==> config.mk <==
export PLATFORM = sky130hd
export DESIGN_NAME = position_indexed_list_table_flat
export DESIGN_NICKNAME = d
export VERILOG_FILES = /design/src/rtl/pilt_pkg.sv /design/src/rtl/pilt_if.sv /design/src/rtl/position_indexed_list_table.sv /design/src/rtl/pilt_cell.sv /design/src/flat_wrapper.sv
export SDC_FILE = /design/constraint.sdc
export NUM_CORES = 2
export LEC_CHECK = 0
export ABC_AREA = 1
export BUFFER_PORTS_ARGS = -buffer_cell sky130_fd_sc_hd__buf_4
export CAP_MARGIN = 10
export CELL_PAD_IN_SITES_DETAIL_PLACEMENT = 1
export CELL_PAD_IN_SITES_GLOBAL_PLACEMENT = 1
export CORE_MARGIN = 2
export CORE_UTILIZATION = 35
export CTS_CLUSTER_DIAMETER = 120
export DETAILED_ROUTE_END_ITERATION = 10
export PLACE_DENSITY = 0.77
export SYNTH_ARGS = -nofsm -noshare
export SYNTH_HDL_FRONTEND = slang
export SYNTH_HIERARCHICAL = 1
export SYNTH_SLANG_ARGS = --single-unit
==> constraint.sdc <==
create_clock -name clk -period 8.41 [get_ports clk]
set_input_delay 0.4205 -clock clk [delete_from_list [all_inputs] [get_ports clk]]
set_output_delay 0.4205 -clock clk [all_outputs]
set_load 0.005 [all_outputs]
==> src/rtl/pilt_pkg.sv <==
`default_nettype none
package pilt_pkg;

  localparam int PosW = 6;
  localparam int DataW = 32;

  localparam logic [2:0] CMD_INSERT = 3'd0;
  localparam logic [2:0] CMD_DELETE = 3'd1;
  localparam logic [2:0] CMD_GET    = 3'd2;
  localparam logic [2:0] CMD_LOCATE = 3'd3;
  localparam logic [2:0] CMD_CLEAR  = 3'd4;

  localparam logic [1:0] OP_HOLD = 2'd0;
  localparam logic [1:0] OP_INS  = 2'd1;
  localparam logic [1:0] OP_DEL  = 2'd2;

  typedef struct packed {
    logic [2:0]              command;
    logic [PosW-1:0]         position;
    logic signed [DataW-1:0] item_value;
  } pilt_cmd_t;

  typedef struct packed {
    logic                    status;
    logic signed [DataW-1:0] read_value;
    logic [PosW-1:0]         found_position;
    logic [PosW-1:0]         list_length;
    logic                    list_empty;
  } pilt_res_t;

  // Broadcast to every cell of the row.
  typedef struct packed {
    logic [1:0]       op;
    logic [PosW-1:0]  pos;
    logic [DataW-1:0] data;
  } pilt_ctrl_t;

endpackage
`default_nettype wire

==> src/rtl/pilt_if.sv <==
`default_nettype none
interface pilt_if #(parameter type payload_t = logic);
  logic     valid;
  logic     ready;
  payload_t payload;

  modport source (output valid, output payload, input ready);
  modport sink (input valid, input payload, output ready);
endinterface
`default_nettype wire

==> src/rtl/position_indexed_list_table.sv <==
// Insert, delete, get, clear: result registered in res_r, then in out_r, and offered on out_ch;
// one command per cycle while the result side keeps up, held off once both result
// registers are full. Locate compares all cells at once, then scans the match vector
// eight cells a cycle, with no new command taken until the scan ends; its result then
// goes through the same result registers once res_r is free.
// Reset (rst_n low, synchronous) empties the list and drops pending results.
`default_nettype none
module position_indexed_list_table #(
  parameter int CAPACITY = 32
) (
  input  wire     clk,
  input  wire     rst_n,
  pilt_if.sink    in_ch,
  pilt_if.source  out_ch
);
  import pilt_pkg::*;

  localparam int CW   = $clog2(CAPACITY + 1);
  localparam int IW   = $clog2(CAPACITY);
  localparam int NGRP = (CAPACITY + 7) / 8;
  localparam int GW   = (NGRP > 1) ? $clog2(NGRP) : 1;

  localparam logic S_IDLE = 1'b0;
  localparam logic S_SCAN = 1'b1;

  pilt_cmd_t  cmd;
  pilt_ctrl_t ctrl;

  logic [DataW-1:0] cell_val [CAPACITY];
  logic [CAPACITY-1:0] cell_match;

  logic          state_r, state_nxt;
  logic [CW-1:0] count_r, count_nxt;
  logic [GW-1:0] grp_r, grp_nxt;
  logic [NGRP*8-1:0] match_r, match_nxt;
  logic          res_valid_r, res_valid_nxt;
  pilt_res_t     res_r, res_nxt;
  logic          out_valid_r, out_valid_nxt;
  pilt_res_t     out_r, out_nxt;

  logic        accept;
  logic        res_move;
  logic        res_free;
  logic [31:0] pos32, cnt32, cnt_after, pm1, found32;
  logic [IW-1:0] rd_idx;
  logic        pos_in_list;
  logic [7:0]  grp_bits;
  logic        grp_hit;
  logic [2:0]  hit_idx;
  logic        grp_last;

  assign cmd      = in_ch.payload;
  assign res_move = res_valid_r && (!out_valid_r || out_ch.ready);
  assign res_free = !res_valid_r || res_move;
  assign in_ch.ready = (state_r == S_IDLE) && res_free;
  assign accept   = in_ch.valid && in_ch.ready;

  assign pos32  = 32'(cmd.position);
  assign cnt32  = 32'(count_r);
  assign pm1    = pos32 - 32'd1;
  assign rd_idx = pm1[IW-1:0];
  assign pos_in_list = (pos32 >= 32'd1) && (pos32 <= cnt32);

  genvar gi;
  generate
    for (gi = 0; gi < CAPACITY; gi++) begin : g_cell
      logic [DataW-1:0] left_v, right_v;
      if (gi == 0) begin : g_first
        assign left_v = '0;
      end else begin : g_mid_l
        assign left_v = cell_val[gi-1];
      end
      if (gi == CAPACITY - 1) begin : g_last
        assign right_v = '0;
      end else begin : g_mid_r
        assign right_v = cell_val[gi+1];
      end
      pilt_cell #(.INDEX(gi)) u_cell (
        .clk       (clk),
        .ctrl      (ctrl),
        .left_in   (left_v),
        .right_in  (right_v),
        .value_out (cell_val[gi]),
        .match_out (cell_match[gi])
      );
    end
  endgenerate

  // Lowest set bit of the current group of the match vector.
  always_comb begin
    grp_bits = match_r[{grp_r, 3'b000} +: 8];
    grp_hit  = |grp_bits;
    hit_idx  = 3'd0;
    for (int b = 7; b >= 0; b--) begin
      if (grp_bits[b]) begin
        hit_idx = 3'(b);
      end
    end
  end

  assign grp_last = (grp_r == GW'(NGRP - 1));
  assign found32  = 32'({grp_r, hit_idx}) + 32'd1;

  always_comb begin
    state_nxt     = state_r;
    count_nxt     = count_r;
    grp_nxt       = grp_r;
    match_nxt     = match_r;
    res_valid_nxt = res_move ? 1'b0 : res_valid_r;
    res_nxt       = res_r;
    out_valid_nxt = out_valid_r;
    out_nxt       = out_r;
    ctrl.op       = OP_HOLD;
    ctrl.pos      = cmd.position;
    ctrl.data     = cmd.item_value;
    cnt_after     = cnt32;

    if (res_move) begin
      out_valid_nxt = 1'b1;
      out_nxt       = res_r;
    end else if (out_valid_r && out_ch.ready) begin
      out_valid_nxt = 1'b0;
    end

    if (accept) begin
      res_nxt.status         = 1'b1;
      res_nxt.read_value     = '0;
      res_nxt.found_position = '0;
      unique case (cmd.command)
        CMD_INSERT: begin
          if ((cnt32 < 32'(CAPACITY)) && (pos32 >= 32'd1) &&
              (pos32 <= cnt32 + 32'd1)) begin
            ctrl.op        = OP_INS;
            cnt_after      = cnt32 + 32'd1;
            res_nxt.status = 1'b0;
          end
        end
        CMD_DELETE: begin
          if (pos_in_list) begin
            ctrl.op            = OP_DEL;
            cnt_after          = cnt32 - 32'd1;
            res_nxt.read_value = cell_val[rd_idx];
            res_nxt.status     = 1'b0;
          end
        end
        CMD_GET: begin
          if (pos_in_list) begin
            res_nxt.read_value = cell_val[rd_idx];
            res_nxt.status     = 1'b0;
          end
        end
        CMD_LOCATE: begin
          res_nxt.status = 1'b0;
        end
        CMD_CLEAR: begin
          cnt_after      = 32'd0;
          res_nxt.status = 1'b0;
        end
        default: res_nxt.status = 1'b1;
      endcase
      count_nxt            = cnt_after[CW-1:0];
      res_nxt.list_length  = cnt_after[PosW-1:0];
      res_nxt.list_empty   = (cnt_after == 32'd0);

      if (cmd.command == CMD_LOCATE) begin
        // Only entries below the current length may match.
        state_nxt = S_SCAN;
        grp_nxt   = '0;
        match_nxt = '0;
        for (int i = 0; i < CAPACITY; i++) begin
          match_nxt[i] = cell_match[i] && (32'(i) < cnt32);
        end
      end else begin
        res_valid_nxt = 1'b1;
      end
    end else if (state_r == S_SCAN) begin
      if (grp_hit || grp_last) begin
        if (res_free) begin
          res_valid_nxt          = 1'b1;
          res_nxt.found_position = grp_hit ? found32[PosW-1:0] : '0;
          state_nxt              = S_IDLE;
        end
      end else begin
        grp_nxt = grp_r + GW'(1);
      end
    end
  end

  always_ff @(posedge clk) begin
    if (!rst_n) begin
      state_r     <= S_IDLE;
      count_r     <= '0;
      res_valid_r <= 1'b0;
      out_valid_r <= 1'b0;
      grp_r       <= '0;
    end else begin
      state_r     <= state_nxt;
      count_r     <= count_nxt;
      res_valid_r <= res_valid_nxt;
      out_valid_r <= out_valid_nxt;
      grp_r       <= grp_nxt;
    end
  end

  always_ff @(posedge clk) begin
    match_r <= match_nxt;
    res_r   <= res_nxt;
    out_r   <= out_nxt;
  end

  assign out_ch.valid   = out_valid_r;
  assign out_ch.payload = out_r;

  a_accept_idle: assert property (@(posedge clk) disable iff (!rst_n)
    accept |-> (state_r == S_IDLE))
    else $error("transfer accepted during a locate scan");

  a_count_bound: assert property (@(posedge clk) disable iff (!rst_n)
    32'(count_r) <= 32'(CAPACITY))
    else $error("list length above capacity");

  a_direct_result: assert property (@(posedge clk) disable iff (!rst_n)
    (accept && (cmd.command != CMD_LOCATE)) |=> res_valid_r)
    else $error("result missing after a direct command");

  a_locate_scan: assert property (@(posedge clk) disable iff (!rst_n)
    (accept && (cmd.command == CMD_LOCATE)) |=> (state_r == S_SCAN))
    else $error("locate did not start a scan");

  a_empty_len: assert property (@(posedge clk) disable iff (!rst_n)
    (out_valid_r && out_r.list_empty) |-> (out_r.list_length == '0))
    else $error("empty flag with nonzero length");

endmodule
`default_nettype wire

==> src/rtl/pilt_cell.sv <==
`default_nettype none
module pilt_cell #(
  parameter int INDEX = 0
) (
  input  wire                        clk,
  input  pilt_pkg::pilt_ctrl_t       ctrl,
  input  wire [pilt_pkg::DataW-1:0]  left_in,
  input  wire [pilt_pkg::DataW-1:0]  right_in,
  output logic [pilt_pkg::DataW-1:0] value_out,
  output logic                       match_out
);
  import pilt_pkg::*;

  logic [DataW-1:0] value_r;
  logic [DataW-1:0] value_nxt;
  logic [31:0]      slot;
  logic [31:0]      pos32;

  assign slot  = 32'(INDEX + 1);
  assign pos32 = 32'(ctrl.pos);

  always_comb begin
    value_nxt = value_r;
    unique case (ctrl.op)
      OP_INS: begin
        if (slot > pos32) begin
          value_nxt = left_in;
        end else if (slot == pos32) begin
          value_nxt = ctrl.data;
        end
      end
      OP_DEL: begin
        if (slot >= pos32) begin
          value_nxt = right_in;
        end
      end
      default: value_nxt = value_r;
    endcase
  end

  always_ff @(posedge clk) begin
    value_r <= value_nxt;
  end

  assign value_out = value_r;
  assign match_out = (value_r == ctrl.data);

endmodule
`default_nettype wire

==> src/flat_wrapper.sv <==
// flat-port wrapper written by rule: the top's interface ports become plain ports
module position_indexed_list_table_flat import pilt_pkg::*;
#(
  parameter int CAPACITY = 32
)
  (clk, rst_n, in_ch_valid, in_ch_payload, in_ch_ready, out_ch_valid, out_ch_payload, out_ch_ready);
  pilt_if #(.payload_t(pilt_cmd_t)) in_ch_i ();
  pilt_if #(.payload_t(pilt_res_t)) out_ch_i ();
  input  wire clk;
  input  wire rst_n;
  input wire logic [$bits(in_ch_i.valid)-1:0] in_ch_valid;
  input wire logic [$bits(in_ch_i.payload)-1:0] in_ch_payload;
  output wire logic [$bits(in_ch_i.ready)-1:0] in_ch_ready;
  output wire logic [$bits(out_ch_i.valid)-1:0] out_ch_valid;
  output wire logic [$bits(out_ch_i.payload)-1:0] out_ch_payload;
  input wire logic [$bits(out_ch_i.ready)-1:0] out_ch_ready;
  assign in_ch_i.valid = in_ch_valid;
  assign in_ch_i.payload = in_ch_payload;
  assign in_ch_ready = in_ch_i.ready;
  assign out_ch_valid = out_ch_i.valid;
  assign out_ch_payload = out_ch_i.payload;
  assign out_ch_i.ready = out_ch_ready;
  position_indexed_list_table #(.CAPACITY(CAPACITY)) u_core (.clk(clk), .rst_n(rst_n), .in_ch(in_ch_i), .out_ch(out_ch_i));
endmodule
==> impl_results.md <==
* Status: complete, no violations
* DR WL/cell at 22.0 µm
* Core area at 0.273 mm²
* Top_reg_cell synth: edfxtp_1
* PwrDens at about 160 mW/mm²
* # port buffers at 92
* Final period utilization at 0.668
* Crit-path max FO at 33
* Origin of the critical flop-to-flop path: u_core/count_r[3]
* Worst path depth at 18
* CP arrival at roughly 6.1 ns
* Io pins at 93
* Initial antenna violation count at 19
* Syn Inst Count at 14700
* Least-Margin Pin Slew at 1.20 ns
* Sum Neg Setup Slack at 0 ns
* Most frequent CP cell: inv_1
* Synth Area in Adders at 0.00248
* DR DRC count at 0
* Post-synth EDFFs at 1142
* Max_slew headroom at 0.199
* XOR/XNOR Fraction of Synth Area at 0.00992
* Synth area leader: edfxtp_1
* Worst hold-check path type: input port to flop
* Peak VDD IR at 0.221 mV
* GPL Wtd Cong at approximately 0.92
* Final total power at between 15 and 20 mW
* Register area share after synthesis at 0.361
* YS warnings at 6
* Largest net degree at the start of global routing at ~150
* Area share of the largest cell type after synthesis at 0.358
* Critical path, cell by cell: clkinv_1 -> ha_1 -> nand2_1 -> inv_1 -> o21bai_1 -> nand3_1 -> nand2_1 -> nand2_2 -> inv_1 -> nand2_1 -> nor2_4 -> buf_4 -> inv_1 -> nor2_4 -> inv_1 -> buf_4 -> a21oi_4 -> buf_4
* Reg2Reg Setup Slack at 2.79 ns
* Setup bufs post-CTS at 0
* P_leak at around 51 nW
* ANT nets after route at 0
* DR vias at around 98000
* Fraction of layout cells with a size suffix above 1 at 0.0709
* Post-DR vias/cell at ~5.4
* Clock Tree Buf Depth at 3
* Max incr delay on CP at a little over 0.7 ns
* Worst-path clk slew at around 0.060 ns
* Num CTS Buffers at approximately 150
* Synth Cell Area at between 0.09 and 0.1 mm²
* Worst r2r dst: u_core/g_cell[30].u_cell/value_out[30]
* Hpwl dp at ~300000 µm
* Post-synthesis compound-gate area fraction at 0.130
* Max-cap violations at 0
* Design area at between 0.1 and 0.15 mm²
* Die area at 0.278 mm²
* Seq cells post-synth at roughly 1200
* Simple-gate area share of the yosys netlist at 0.351
* Multiplexer share of the synthesized area at 0
* Worst path slowest cell: nor2_4
* Number of cell rows at between 150 and 200
* Slew Viols, Final at 0
* Final min period at approximately 5.6 ns
* Clk_lat worst skew at a little under 0.9 ns
* Crit path launch: u_core/count_r[3]
* H-tree depth at 4
* Die height at 527 µm
* Buf+Inv Stages, Crit Path at 8
* RSZ-0062 raised after global routing: no
* Syn avg cell area at around 6.5 µm²
* Gr ovfl total at 0
* Post-CTS Resized at 0
* Initial Util at 0.351
* First-pass GRT wire length at 601000 µm
* Largest family of logic cells by synthesized area: simple AND/OR/NAND/NOR gates
* Worst Reg-to-Reg Cells at 18
* Critical path endpoint: u_core/g_cell[30].u_cell/value_out[30]
* Clock skew at around 0.055 ns
* Synth top area cells: edfxtp_1, nand2_1, inv_1
* Synth cell types at 74
* Clock Sinks at 1159
* Startpoint types: flop
* Final setup violation count at 0
* # nets final at around 15000
* Vias in the first global route at 94500
* CTS tree: done
* Crit path max-delay family: buffers and inverters
* WL final at around 400000 µm
* CP Data Required Time at between 8 and 9 ns
* Tot GR Track Use at 0.280
* Cts hold-fix bufs at 3
* Die X at 527 µm
* Root Driver: clkbuf_16
* Share of flip-flops with an asynchronous set or reset at 0
* Area growth, synth to finish at 8.33%
* DR iter-0 viols at 9773
* Cell Area, Placed at just under 0.1 mm²
* CP Capture Type: flop
* Fmax at about 180 MHz
* Fin. Hold Viols at 0
* Crit Path Class: flop to flop
* Pre-antenna DRT Iters at 8
state kept, by name (all words and copies together) (netlist names):
register / cells
u_core/res_valid_r: 1
u_core/match_r: 32
u_core/state_r: 1
u_core/res_r: 46
u_core/g_cell.u_cell/value_out: 1024
u_core/out_ch.valid: 1
u_core/count_r: 6
u_core/out_ch.payload: 46
u_core/grp_r: 2
per-stage QoR:
| stage | util | setup slack [ns] | cells | hold WS [ns] |
|---|---|---|---|---|
| 2_1_floorplan | - | 1.45 | 14800 | 0.400 |
| 3_3_place_gp | 0.362 | 2.76 | 18000 | 0.403 |
| 3_5_place_dp | 0.362 | 2.67 | 18000 | 0.406 |
| 4_1_cts | 0.380 | 2.85 | 18300 | 0.0143 |
| 5_1_grt | 0.380 | 2.47 | 18300 | 0.0509 |
| 6_report | 0.380 | 2.79 | 18300 | 0.0639 |
kinds of logic (layout without fill, tap and decap cells):
family | after synthesis | in the layout
DFF | 1159 | 1159
AOI/OAI and AO/OA | 2066 | 2066
and+or+nand+nor | 8137 | 8137
buffers and inverters | 3230 | 3117
adders and majority gates | 19 | 19
other | 1 | 85
xor gates and xnor gates | 106 | 106
area by class of cell:
| type | instances | area (µm²) |
|---|---|---|
| clock inverters | 96 | 1000 |
| repair buffers | 287 | 2290 |
| diodes | 21 | 52.6 |
| clock buffers | 180 | 3910 |
| well taps | 3589 | 4490 |
| flip-flops and latches | 1159 | 34600 |
| multi-input cells | 10400 | 47900 |
| fillers | 35600 | 169000 |
| inverters | 2554 | 9620 |
metal layers:
layer	vias up	track usage	wire length, µm
met3	673	0.0482	32200
met2	3714	0.437	176000
li1	46000	-	-
met1	47700	0.374	172000
met4	10	0.136	21500
met5	-	0	68
cells in the mapped netlist (all sizes together) (6+ instances only):
master	number
edfxtp	1142
dfxtp	17
or2	17
inv	2550
o21ai	1242
ha	19
a21boi	6
nor3	11
a31oi	285
nand4	53
nor2	1845
nand3b	101
o22ai	121
o211a	25
xor2	104
buf	463
nand3	840
nand2	5264
o21bai	6
o221ai	136
o211ai	161
a22oi	7
a21oi	68
clkbuf	213
cells in the final DEF, fill, tap and decap left out, drive strengths merged, types with 7 or more instances in the layout:
cell,instances
nand4,53
nand3,840
dfxtp,17
diode,21
xor2,104
edfxtp,1142
clkinv,74
a21oi,68
or2,17
o22ai,121
nor2,1845
a31oi,285
o211a,25
o211ai,161
inv,2557
bufinv,13
clkbuf,180
a22oi,7
nand2,5264
ha,19
nand3b,101
nor3,11
o21ai,1242
o221ai,136
buf,284
conb,64
power breakdown:
part | internal [mW] | switching (mW) | total, mW
registers | 6.51 | 0.0987 | 6.60
logic | 0.800 | 2.14 | 2.94
clock network | 3.75 | 2.92 | 6.67
total | 11.1 | 5.16 | 16.2
how the worst min path moves through the flow:
stage	start	slack, ns	endpoint	cells past startpoint
after floorplan	u_core/res_r[0]	0.40	u_core/out_ch.payload[0]	0
after global placement	u_core/res_r[0]	0.40	u_core/out_ch.payload[0]	0
after global routing	in_ch_payload[17]	0.05	u_core/g_cell[23].u_cell/value_out[17]	3
final	in_ch_payload[17]	0.06	u_core/g_cell[23].u_cell/value_out[17]	3
after CTS	in_ch_payload[17]	0.01	u_core/g_cell[23].u_cell/value_out[17]	3
after detailed placement	u_core/res_r[3]	0.41	u_core/out_ch.payload[3]	0
tightest hold or removal path: stages:
cell	delay, ns
buf_4	0.18
nand2_1	0.08
a31oi_1	0.07
Power figures use the tool's default switching activity.
